## config.mk

```make
export PLATFORM = sky130hd
export DESIGN_NAME = rgb8_to_hsv_converter_unit
export DESIGN_NICKNAME = d
export VERILOG_FILES = /design/src/rtl/rgbhsv_pkg.sv /design/src/rtl/rgbhsv_front.sv /design/src/rtl/rgbhsv_div_stage.sv /design/src/rtl/rgbhsv_back.sv /design/src/rtl/rgb8_to_hsv_converter_unit.sv
export SDC_FILE = /design/constraint.sdc
export NUM_CORES = 1
export LEC_CHECK = 0
export ABC_AREA = 1
export BUFFER_PORTS_ARGS = -buffer_cell sky130_fd_sc_hd__buf_4
export CAP_MARGIN = 30
export CORE_MARGIN = 2
export CORE_UTILIZATION = 59
export CTS_BUF_LIST = sky130_fd_sc_hd__clkbuf_4
export CTS_CLUSTER_DIAMETER = 100
export DETAILED_ROUTE_END_ITERATION = 12
export PLACE_DENSITY = 0.79
export SLEW_MARGIN = 20
export SYNTH_ARGS = -nofsm -noshare
export SYNTH_HDL_FRONTEND = slang
export SYNTH_SLANG_ARGS = --single-unit
```

## constraint.sdc

```tcl
create_clock -name i_clk -period 20.8 [get_ports i_clk]
set_input_delay 5.2 -clock i_clk [delete_from_list [all_inputs] [get_ports i_clk]]
set_output_delay 5.2 -clock i_clk [all_outputs]
set_load 0.05 [all_outputs]
```

## src/rtl/rgbhsv_pkg.sv

```systemverilog
// ------------------------------------------------------------------------
// RGB8 to HSV converter package
// Widths, hue constants and pipeline payload types.
// ------------------------------------------------------------------------
package rgbhsv_pkg;

    localparam int IN_W       = 24;
    localparam int OUT_W      = 40;
    localparam int DIV_STAGES = 8;

    localparam logic [22:0] HUE_SIXTH_X2 = 23'd7680;
    localparam logic [15:0] HUE_GREEN    = 16'd7680;
    localparam logic [15:0] HUE_BLUE     = 16'd15360;
    localparam logic [15:0] HUE_FULL     = 16'd23040;

    typedef enum logic [1:0] {
        SEL_RED,
        SEL_GREEN,
        SEL_BLUE
    } t_hue_sel;

    // one long-division lane: partial remainder, numerator/quotient shifter, divisor
    typedef struct packed {
        logic [7:0]  rem;
        logic [15:0] nq;
        logic [7:0]  dvs;
    } t_div_lane;

    typedef struct packed {
        t_hue_sel sel;
        logic     neg;
    } t_side;

    typedef struct packed {
        t_div_lane sat;
        t_div_lane hue;
        t_side     side;
    } t_div_item;

endpackage

```

## src/rtl/rgbhsv_front.sv

```systemverilog
// ------------------------------------------------------------------------
// RGB8 to HSV front end
// Max/min search, channel difference, then division operand setup.
// ------------------------------------------------------------------------
module rgbhsv_front (
    input  logic                         i_clk,
    input  logic                         i_rst_n,
    input  logic                         i_valid,
    input  logic [rgbhsv_pkg::IN_W-1:0]  i_data,
    input  logic [1:0]                   i_ld,
    output logic [1:0]                   o_valid,
    output rgbhsv_pkg::t_div_item        o_item
);
    import rgbhsv_pkg::*;

    logic [7:0]  red, green, blue;
    logic [7:0]  n_mx, n_mn, n_c, n_absd;
    logic        n_neg;
    t_hue_sel    n_sel;
    logic signed [8:0] diff;

    logic [7:0]  r_a_mx, r_a_c, r_a_absd;
    logic        r_a_neg;
    t_hue_sel    r_a_sel;
    logic        r_a_valid;

    logic [22:0] n_sat_num, n_hue_num;
    t_div_item   n_item;
    t_div_item   r_item;
    logic        r_b_valid;

    assign red   = i_data[7:0];
    assign green = i_data[15:8];
    assign blue  = i_data[23:16];

    always_comb begin
        n_mx = red;
        n_mn = red;
        if (green > n_mx) n_mx = green;
        if (blue > n_mx) n_mx = blue;
        if (green < n_mn) n_mn = green;
        if (blue < n_mn) n_mn = blue;
        n_c = n_mx - n_mn;
        // red wins ties, then green
        if (n_mx == red) begin
            n_sel = SEL_RED;
            diff  = $signed({1'b0, green}) - $signed({1'b0, blue});
        end else if (n_mx == green) begin
            n_sel = SEL_GREEN;
            diff  = $signed({1'b0, blue}) - $signed({1'b0, red});
        end else begin
            n_sel = SEL_BLUE;
            diff  = $signed({1'b0, red}) - $signed({1'b0, green});
        end
        n_neg  = diff[8];
        n_absd = diff[8] ? 8'(-diff) : diff[7:0];
    end

    always_ff @(posedge i_clk) begin
        if (!i_rst_n) begin
            r_a_valid <= 1'b0;
        end else if (i_ld[0]) begin
            r_a_valid <= i_valid;
        end
    end

    always_ff @(posedge i_clk) begin
        if (i_ld[0]) begin
            r_a_mx   <= n_mx;
            r_a_c    <= n_c;
            r_a_absd <= n_absd;
            r_a_neg  <= n_neg;
            r_a_sel  <= n_sel;
        end
    end

    // sat numerator c*32768 + mx/2, hue numerator 7680*|diff|; both stay below 2^16 * divisor
    always_comb begin
        n_sat_num = {r_a_c, 15'd0} + {16'd0, r_a_mx[7:1]};
        n_hue_num = 23'(r_a_absd) * HUE_SIXTH_X2;
        n_item.sat.rem   = {1'b0, n_sat_num[22:16]};
        n_item.sat.nq    = n_sat_num[15:0];
        n_item.sat.dvs   = r_a_mx;
        n_item.hue.rem   = {1'b0, n_hue_num[22:16]};
        n_item.hue.nq    = n_hue_num[15:0];
        n_item.hue.dvs   = r_a_c;
        n_item.side.sel  = r_a_sel;
        n_item.side.neg  = r_a_neg;
    end

    always_ff @(posedge i_clk) begin
        if (!i_rst_n) begin
            r_b_valid <= 1'b0;
        end else if (i_ld[1]) begin
            r_b_valid <= r_a_valid;
        end
    end

    always_ff @(posedge i_clk) begin
        if (i_ld[1]) begin
            r_item <= n_item;
        end
    end

    assign o_valid = {r_b_valid, r_a_valid};
    assign o_item  = r_item;

endmodule

```

## src/rtl/rgbhsv_div_stage.sv

```systemverilog
// ------------------------------------------------------------------------
// RGB8 to HSV divider stage
// Two restoring long-division steps on both lanes, then a register.
// ------------------------------------------------------------------------
module rgbhsv_div_stage (
    input  logic                  i_clk,
    input  logic                  i_rst_n,
    input  logic                  i_valid,
    input  logic                  i_ld,
    input  rgbhsv_pkg::t_div_item i_item,
    output logic                  o_valid,
    output rgbhsv_pkg::t_div_item o_item
);
    import rgbhsv_pkg::*;

    function automatic t_div_lane div_step(input t_div_lane lane);
        t_div_lane  nxt;
        logic [8:0] trial;
        nxt   = lane;
        trial = {lane.rem, lane.nq[15]};
        if (trial >= {1'b0, lane.dvs}) begin
            nxt.rem = 8'(trial - {1'b0, lane.dvs});
            nxt.nq  = {lane.nq[14:0], 1'b1};
        end else begin
            nxt.rem = trial[7:0];
            nxt.nq  = {lane.nq[14:0], 1'b0};
        end
        return nxt;
    endfunction

    t_div_item n_item;
    t_div_item r_item;
    logic      r_valid;

    always_comb begin
        n_item      = i_item;
        n_item.sat  = div_step(div_step(i_item.sat));
        n_item.hue  = div_step(div_step(i_item.hue));
    end

    always_ff @(posedge i_clk) begin
        if (!i_rst_n) begin
            r_valid <= 1'b0;
        end else if (i_ld) begin
            r_valid <= i_valid;
        end
    end

    always_ff @(posedge i_clk) begin
        if (i_ld) begin
            r_item <= n_item;
        end
    end

    assign o_valid = r_valid;
    assign o_item  = r_item;

endmodule

```

## src/rtl/rgbhsv_back.sv

```systemverilog
// ------------------------------------------------------------------------
// RGB8 to HSV back end
// Hue rounding, sector offset and wrap; black/grey overrides; output register.
// ------------------------------------------------------------------------
module rgbhsv_back (
    input  logic                         i_clk,
    input  logic                         i_rst_n,
    input  logic                         i_valid,
    input  logic                         i_ld,
    input  rgbhsv_pkg::t_div_item        i_item,
    output logic                         o_valid,
    output logic [rgbhsv_pkg::OUT_W-1:0] o_data
);
    import rgbhsv_pkg::*;

    logic [13:0]        q_up;
    logic signed [14:0] t2;
    logic signed [15:0] t2_p1;
    logic signed [15:0] half;
    logic signed [15:0] base;
    logic signed [15:0] hue_s;
    logic [14:0]        n_hue;
    logic [15:0]        n_sat;
    logic [7:0]         n_val;

    logic [OUT_W-1:0]   r_data;
    logic               r_valid;

    // t2 = floor(2*hue_frac); a negative difference needs the ceiling of the magnitude
    always_comb begin
        q_up  = {1'b0, i_item.hue.nq[12:0]}
              + {13'd0, (i_item.side.neg && (i_item.hue.rem != 8'd0))};
        t2    = i_item.side.neg ? -$signed({1'b0, q_up}) : $signed({1'b0, q_up});
        t2_p1 = 16'(t2) + 16'sd1;
        half  = t2_p1 >>> 1;
        case (i_item.side.sel)
            SEL_RED:   base = 16'sd0;
            SEL_GREEN: base = $signed(HUE_GREEN);
            SEL_BLUE:  base = $signed(HUE_BLUE);
            default:   base = 16'sd0;
        endcase
        hue_s = half + base;
        if (hue_s < 16'sd0) begin
            hue_s = hue_s + $signed(HUE_FULL);
        end
        n_hue = (i_item.hue.dvs == 8'd0) ? 15'd0 : hue_s[14:0];
        n_sat = (i_item.sat.dvs == 8'd0) ? 16'd0 : i_item.sat.nq;
        n_val = i_item.sat.dvs;
    end

    always_ff @(posedge i_clk) begin
        if (!i_rst_n) begin
            r_valid <= 1'b0;
        end else if (i_ld) begin
            r_valid <= i_valid;
        end
    end

    always_ff @(posedge i_clk) begin
        if (i_ld) begin
            r_data <= {1'b0, n_val, n_sat, n_hue};
        end
    end

    assign o_valid = r_valid;
    assign o_data  = r_data;

endmodule

```

## src/rtl/rgb8_to_hsv_converter_unit.sv

```systemverilog
// Throughput: one pixel per clock unless the output stalls; the 16-bit quotients
// come from an 8-stage divider pipeline retiring two quotient bits per stage on both lanes.
// Stalls propagate stage by stage, so empty stages keep filling while output waits.
// Reset (synchronous, active low) clears only the stage valid bits.
// ------------------------------------------------------------------------
// RGB8 to HSV converter top level
// Front end, divider pipeline and back end joined by a valid/load chain.
// ------------------------------------------------------------------------
module rgb8_to_hsv_converter_unit (
    input  logic                         i_clk,
    input  logic                         i_rst_n,
    input  logic                         i_s_tvalid,
    output logic                         o_s_tready,
    input  logic [rgbhsv_pkg::IN_W-1:0]  i_s_tdata,   // red_in, green_in, blue_in
    output logic                         o_m_tvalid,
    input  logic                         i_m_tready,
    output logic [rgbhsv_pkg::OUT_W-1:0] o_m_tdata    // hue_out, saturation_out, value_out, pad
);
    import rgbhsv_pkg::*;

    localparam int NSTG = DIV_STAGES + 3;

    logic [NSTG-1:0] vld;
    logic [NSTG-1:0] ld;
    t_div_item       item [DIV_STAGES+1];

    // a stage loads when it is empty or its successor loads
    always_comb begin
        ld[NSTG-1] = !vld[NSTG-1] || i_m_tready;
        for (int k = NSTG - 2; k >= 0; k--) begin
            ld[k] = !vld[k] || ld[k+1];
        end
    end

    assign o_s_tready = ld[0];

    rgbhsv_front u_front (
        .i_clk   (i_clk),
        .i_rst_n (i_rst_n),
        .i_valid (i_s_tvalid),
        .i_data  (i_s_tdata),
        .i_ld    (ld[1:0]),
        .o_valid (vld[1:0]),
        .o_item  (item[0])
    );

    for (genvar s = 0; s < DIV_STAGES; s++) begin : g_div
        rgbhsv_div_stage u_div (
            .i_clk   (i_clk),
            .i_rst_n (i_rst_n),
            .i_valid (vld[s+1]),
            .i_ld    (ld[s+2]),
            .i_item  (item[s]),
            .o_valid (vld[s+2]),
            .o_item  (item[s+1])
        );
    end

    rgbhsv_back u_back (
        .i_clk   (i_clk),
        .i_rst_n (i_rst_n),
        .i_valid (vld[NSTG-2]),
        .i_ld    (ld[NSTG-1]),
        .i_item  (item[DIV_STAGES]),
        .o_valid (vld[NSTG-1]),
        .o_data  (o_m_tdata)
    );

    assign o_m_tvalid = vld[NSTG-1];

endmodule

```

== Word level (Yosys, flattened, before mapping) ==
Index checks and enable logic that the tools add are counted.
Storage, ports and cells
  bits in registers: 656
  input port bits: 28
  output and inout port bits: 42
  word-level logic and storage cells: 243
Operators by class
  add/sub/neg operators: 42
  multiply operators: 1
  order comparisons: 37
  equal/unequal tests: 4
  multiplexer cells: 43
  reduce and logical (&&, ||, !) cells: 26
Operators by type and width (number)
  24-bit 2-to-1 mux: 31
  9-bit by 8-bit greater-or-equal comparator with 1-bit output: 30
  8-bit subtractor: 31
  8-bit 2-to-1 mux: 5
  15-bit 2-to-1 mux: 2
  14-bit one-hot mux with 2 select lines: 1
  8-bit by 8-bit subtractor with 9-bit output: 3
  23-bit by 7-bit adder with 23-bit output: 1
  9-bit 2-to-1 mux: 2
  15-bit by 15-bit adder with 16-bit output: 1
  15-bit by 2-bit adder with 16-bit output, second input constant: 1
  8-bit == test: 2
  8-bit > comparator: 2
  8-bit zero test: 2
  16-bit by 1-bit less-than comparator with 1-bit output, second input constant: 1
  8-bit less-than comparator: 2
  15-bit adder, second input constant: 1
  14-bit negation with 15-bit output: 1
  13-bit by 1-bit adder with 14-bit output: 1
  8-bit by 4-bit multiplier with 12-bit output, second input constant: 1
  1-bit zero test: 11
  1-bit logical OR: 11
  6-bit by 8-bit greater-or-equal comparator with 1-bit output: 1
  8-bit greater-or-equal comparator: 1
  other kinds (8): 8

== Depth between registers and ports, before layout ==
  depth in word-level cells: 12
  gate-level depth with buffers: 41
  gate-level depth less buffers: 39

== Modules after synthesis ==
A second synthesis with hierarchy kept.
Second synthesis, totals
  cells, all modules: 4558
  area total of the unflattened synthesis: 42120.4 µm²
By module, submodules not included
  rgbhsv_div_stage at g_div[2].u_div ...: times used 3, cells an instance 441, area an instance 4229.1 µm², sequential area each 2031.9 µm²
  rgbhsv_div_stage at g_div[0].u_div ...: times used 3, cells an instance 432, area an instance 4096.4 µm², sequential area each 2031.9 µm²
  rgbhsv_front: times used 1, cells an instance 664, area an instance 5569.1 µm², sequential area each 1781.7 µm²
  rgbhsv_div_stage at g_div[1].u_div: times used 1, cells an instance 437, area an instance 4167.7 µm², sequential area each 2031.9 µm²
  rgbhsv_div_stage at g_div[4].u_div: times used 1, cells an instance 426, area an instance 4159.0 µm², sequential area each 2031.9 µm²
  rgbhsv_back: times used 1, cells an instance 396, area an instance 3140.5 µm², sequential area each 1191.1 µm²
  rgb8_to_hsv_converter_unit: times used 1, cells an instance 16, area an instance 107.6 µm², sequential area each 0.0 µm²

== Least setup slack after synthesis ==
Ideal clock, no wire load.
  kind: input-to-output
  from: in i_m_tready
  to: out o_s_tready
  arrival: 16.281 ns
  required time: 15.600 ns
  slack: -0.681 ns
  stages on the path: 20
  buffers on the path: 0
  path through: nor2_1 inv_1 nor2_1 inv_1 nor2_1 inv_1 nor2_1 inv_1 nor2_1 inv_1 nor2_1 inv_1 nor2_1 inv_1 nor2_1 inv_1 nor2_1 inv_1 nor2_1 nand2_1
On the way
  cells in the longest elaborated chain, start to end: 11
Ends and longest elaborated chain
  from (decl): line rgb8_to_hsv_converter_unit.sv:16  | input logic i_m_tready,
  1-bit logical OR: line rgb8_to_hsv_converter_unit.sv:29  | ld[NSTG-1] = !vld[NSTG-1] || i_m_tready;
  named net ld[10]: line rgb8_to_hsv_converter_unit.sv:24  | logic [NSTG-1:0] ld;
  1-bit logical OR: line rgb8_to_hsv_converter_unit.sv:31  | ld[k] = !vld[k] || ld[k+1];
  named net g_div[7].u_div.i_ld: line rgbhsv_div_stage.sv:9  | input logic i_ld,
  1-bit logical OR: line rgb8_to_hsv_converter_unit.sv:31
  named net g_div[6].u_div.i_ld: line rgbhsv_div_stage.sv:9
  1-bit logical OR: line rgb8_to_hsv_converter_unit.sv:31
  named net g_div[5].u_div.i_ld: line rgbhsv_div_stage.sv:9
  (+1 left out)
  named net g_div[4].u_div.i_ld: line rgbhsv_div_stage.sv:9
  (+1 left out)
  named net g_div[3].u_div.i_ld: line rgbhsv_div_stage.sv:9
  1-bit logical OR: line rgb8_to_hsv_converter_unit.sv:31
  named net g_div[2].u_div.i_ld: line rgbhsv_div_stage.sv:9
  1-bit logical OR: line rgb8_to_hsv_converter_unit.sv:31
  named net g_div[1].u_div.i_ld: line rgbhsv_div_stage.sv:9
  1-bit logical OR: line rgb8_to_hsv_converter_unit.sv:31
  named net g_div[0].u_div.i_ld: line rgbhsv_div_stage.sv:9
  1-bit logical OR (2 in a row): line rgb8_to_hsv_converter_unit.sv:31
  to (decl): line rgb8_to_hsv_converter_unit.sv:13  | output logic o_s_tready,
The timed path passes the listed nets, and every way through them passes these cells.

== Final worst setup path ==
Ends and elaborated chain as after synthesis.

==> run metrics <==
fin. max-slew vios=0; Clock Sinks=510; YS warnings=0; FF+latch area=15200 um^2; postcts setup bufs=0; Clock Latency Late Sink=970 ps; critical path endpoint=o_s_tready; number of global-route vias before repair=22700; Crit path depth=28; share of post-route cells with drive strength above 1=10.4%; Avg WL per Cell=14.4 um; Hold Crit Class=reg2reg; Commonest cells post-synth=nand2_1, inv_1, edfxtp_1, ha_1, o21ai_0; I/O pin total=70; r2r endpoint=g_div[0].u_div.o_item[33]$_DFFE_PP_; Max H-tree Level=4; Setup-failing EPs final=0; fraction of registers with async set/reset=0%; Die X=238 um; CP bufs+invs=17; most used cell along the critical path=nor2_1; Clock Skew=78.3 ps; crit start category=input pin; Final nets=3947; post-DR vias/cell=5.33; status=finished clean; Yosys top cell area share=46.3%; Layout area overhead=9.54%; synthesized area=32400 um^2; Max Freq=0.0646 GHz; worst setup path startpoint=i_m_tready; Clock Pin Slew Worst Setup and Hold Paths=70 ps; Iteration-0 DRC Markers=1287; Final ANT Viol Nets=0; post-synth top area cell=edfxtp_1; die height=238 um; post-layout utilization of the core=65.7%; effective utilization at floorplan=60.0%; R2R Setup Slk=15300 ps; CP max stage cell=buf_4; Worst Tran Pin Value=843 ps; area taken by multi-input logic gates=15000 um^2; GPL Wtd Cong=0.930; # hold bufs at CTS=0; Synthesized Nets=3771; Port-buffer cells=68; vias=23200; Core ar.=54000 um^2; CP required=15600 ps; synth unique cells=62; FP Rows=85; post-CTS sizing=0; Max Root-Sink Buffers=3; post-synthesis sequential area ratio=46.9%; Die ar.=56800 um^2; CTS tree=yes; Main synth FF type=edfxtp_1; fin crit period=15480 ps; dpl hpwl=48200 um; Residual DRC=0; FF-to-FF Start=u_back.o_valid$_SDFFE_PN0P_; CP Class=in2out; Place WS=4760 ps; CTS Buf Count=131; Avg Inst Size Synth=9.59 um^2; initial antenna violation count=2; DR pass1 iterations=5; arrival time at the worst endpoint=10280 ps; relative slew slack=43.8%; crit-path max FO=47; cells on worst reg2reg path=25; unrepaired setup endpoints after global routing=no; crit-path max cell delay=490 ps; main area contributors after synthesis=edfxtp_1, ha_1, nand2_1, inv_1, o21ai_0; Worst Setup End Kind=primary output; routed wire length=62800 um; largest net degree at the start of global routing=62; global route overflow=0; final-report hold violation count=0; Root Buffer Master=clkbuf_4; first-pass GRT wire length=104000 um; MaxCap Viol Count=0; period utilization=74.4%; setup TNS=0 ps; count leader, synth=nand2_1; Yosys reg bits=510; Synth Instances=3380; crit-path leading delay family=buffers and inverters; Post-synth EDFFs=499; fill cell count=4162; Final Worst Setup Slack=5320 ps; gr usage total=22.6%
registers in the layout, summed over array words and instances (netlist names):
signal,count
u_front.r_a_neg,1
u_back.o_valid,1
u_front.o_item,31
g_div.u_div.o_item,402
u_front.r_a_absd,8
u_front.r_a_sel,2
u_front.r_a_mx,8
u_front.r_a_valid,1
g_div.u_div.o_valid,8
u_front.r_a_c,8
u_back.o_data,39
u_front.r_b_valid,1
cell families after synthesis:
group	synth area share (%)
flip-flops	46.9
buffers and inverters	6.72
multiplexers	0.104
AND/OR/NAND/NOR	15.9
other	0.0116
AO/OA/AOI/OAI	9.65
adder cells (fa/ha/maj)	15.0
XOR/XNOR	5.70
area by class of cell:
cell class | count | share of cell area, %
flip-flops and latches | 510 | 42.8
clock inverters | 38 | 0.941
repair buffers | 82 | 1.86
inverters | 527 | 5.60
well taps | 696 | 2.45
diodes | 5 | 0.0353
clock buffers | 187 | 3.96
multi-input cells | 2304 | 42.3
metal layers:
layer  vias to the layer above  GRT usage [%]  part of all wire (%)
li1                      11900              -                     -
met1                     10500           26.9                    42
met2                       574           39.7                    50
met3                       165           4.47                   4.9
met4                         0           10.0                   3.6
met5                         -              0                     0
how the worst min path moves through the flow:
| stage | from | endpoint | slack, ps | cells after the start |
|---|---|---|---|---|
| 6_report | g_div[1].u_div.o_item[24]$_DFFE_PP_ | g_div[2].u_div.o_item[26]$_DFFE_PP_ | 380 | 0 |
| 3_3_place_gp | g_div[2].u_div.o_item[2]$_DFFE_PP_ | g_div[3].u_div.o_item[2]$_DFFE_PP_ | 400 | 0 |
| 2_1_floorplan | u_front.o_item[0]$_DFFE_PP_ | g_div[0].u_div.o_item[0]$_DFFE_PP_ | 400 | 0 |
| 5_1_grt | g_div[1].u_div.o_item[24]$_DFFE_PP_ | g_div[2].u_div.o_item[26]$_DFFE_PP_ | 380 | 0 |
| 4_1_cts | g_div[1].u_div.o_item[24]$_DFFE_PP_ | g_div[2].u_div.o_item[26]$_DFFE_PP_ | 380 | 0 |
| 3_5_place_dp | u_front.o_item[21]$_DFFE_PP_ | g_div[0].u_div.o_item[23]$_DFFE_PP_ | 400 | 0 |
layout by cell type, fill, tap and decap left out, types with 42 or more instances in the layout:
master / count
edfxtp_1: 499
nor2_1: 216
xor2_1: 122
nand3_1: 122
ha_1: 321
clkbuf_4: 187
nand2_1: 627
o21ai_0: 260
inv_1: 508
a21oi_1: 222
buf_4: 79
xnor2_1: 85
fa_1: 42
stage by stage:
stage               instances  hold WS (ps)  cell area [um^2]
finish                   4349           382             35500
global placement         4115           400             33700
CTS                      4342           379             35400
global route             4347           375             35500
floorplan                3380           400             32400
detailed placement       4117           405             33700
worst register-to-register path: stages (launching register included):
cell,delay (ps)
dfxtp_1,310
inv_1,50
nor2_1,30
inv_1,40
buf_4,420
nor2_1,150
clkinvlp_4,100
nor2_1,60
clkinvlp_4,70
nor2_1,40
inv_2,430
buf_12,270
nor2_1,70
inv_2,380
buf_12,260
nor2_1,80
inv_2,420
nor2_1,100
clkinv_1,60
buf_4,490
nor2_1,90
inv_1,70
buf_4,460
nor2_1,100
inv_1,90
buf_4,460
Power is left out: the tool's default activity adds up to more than one toggle a clock period on the data nets, which glitch-free logic cannot reach.
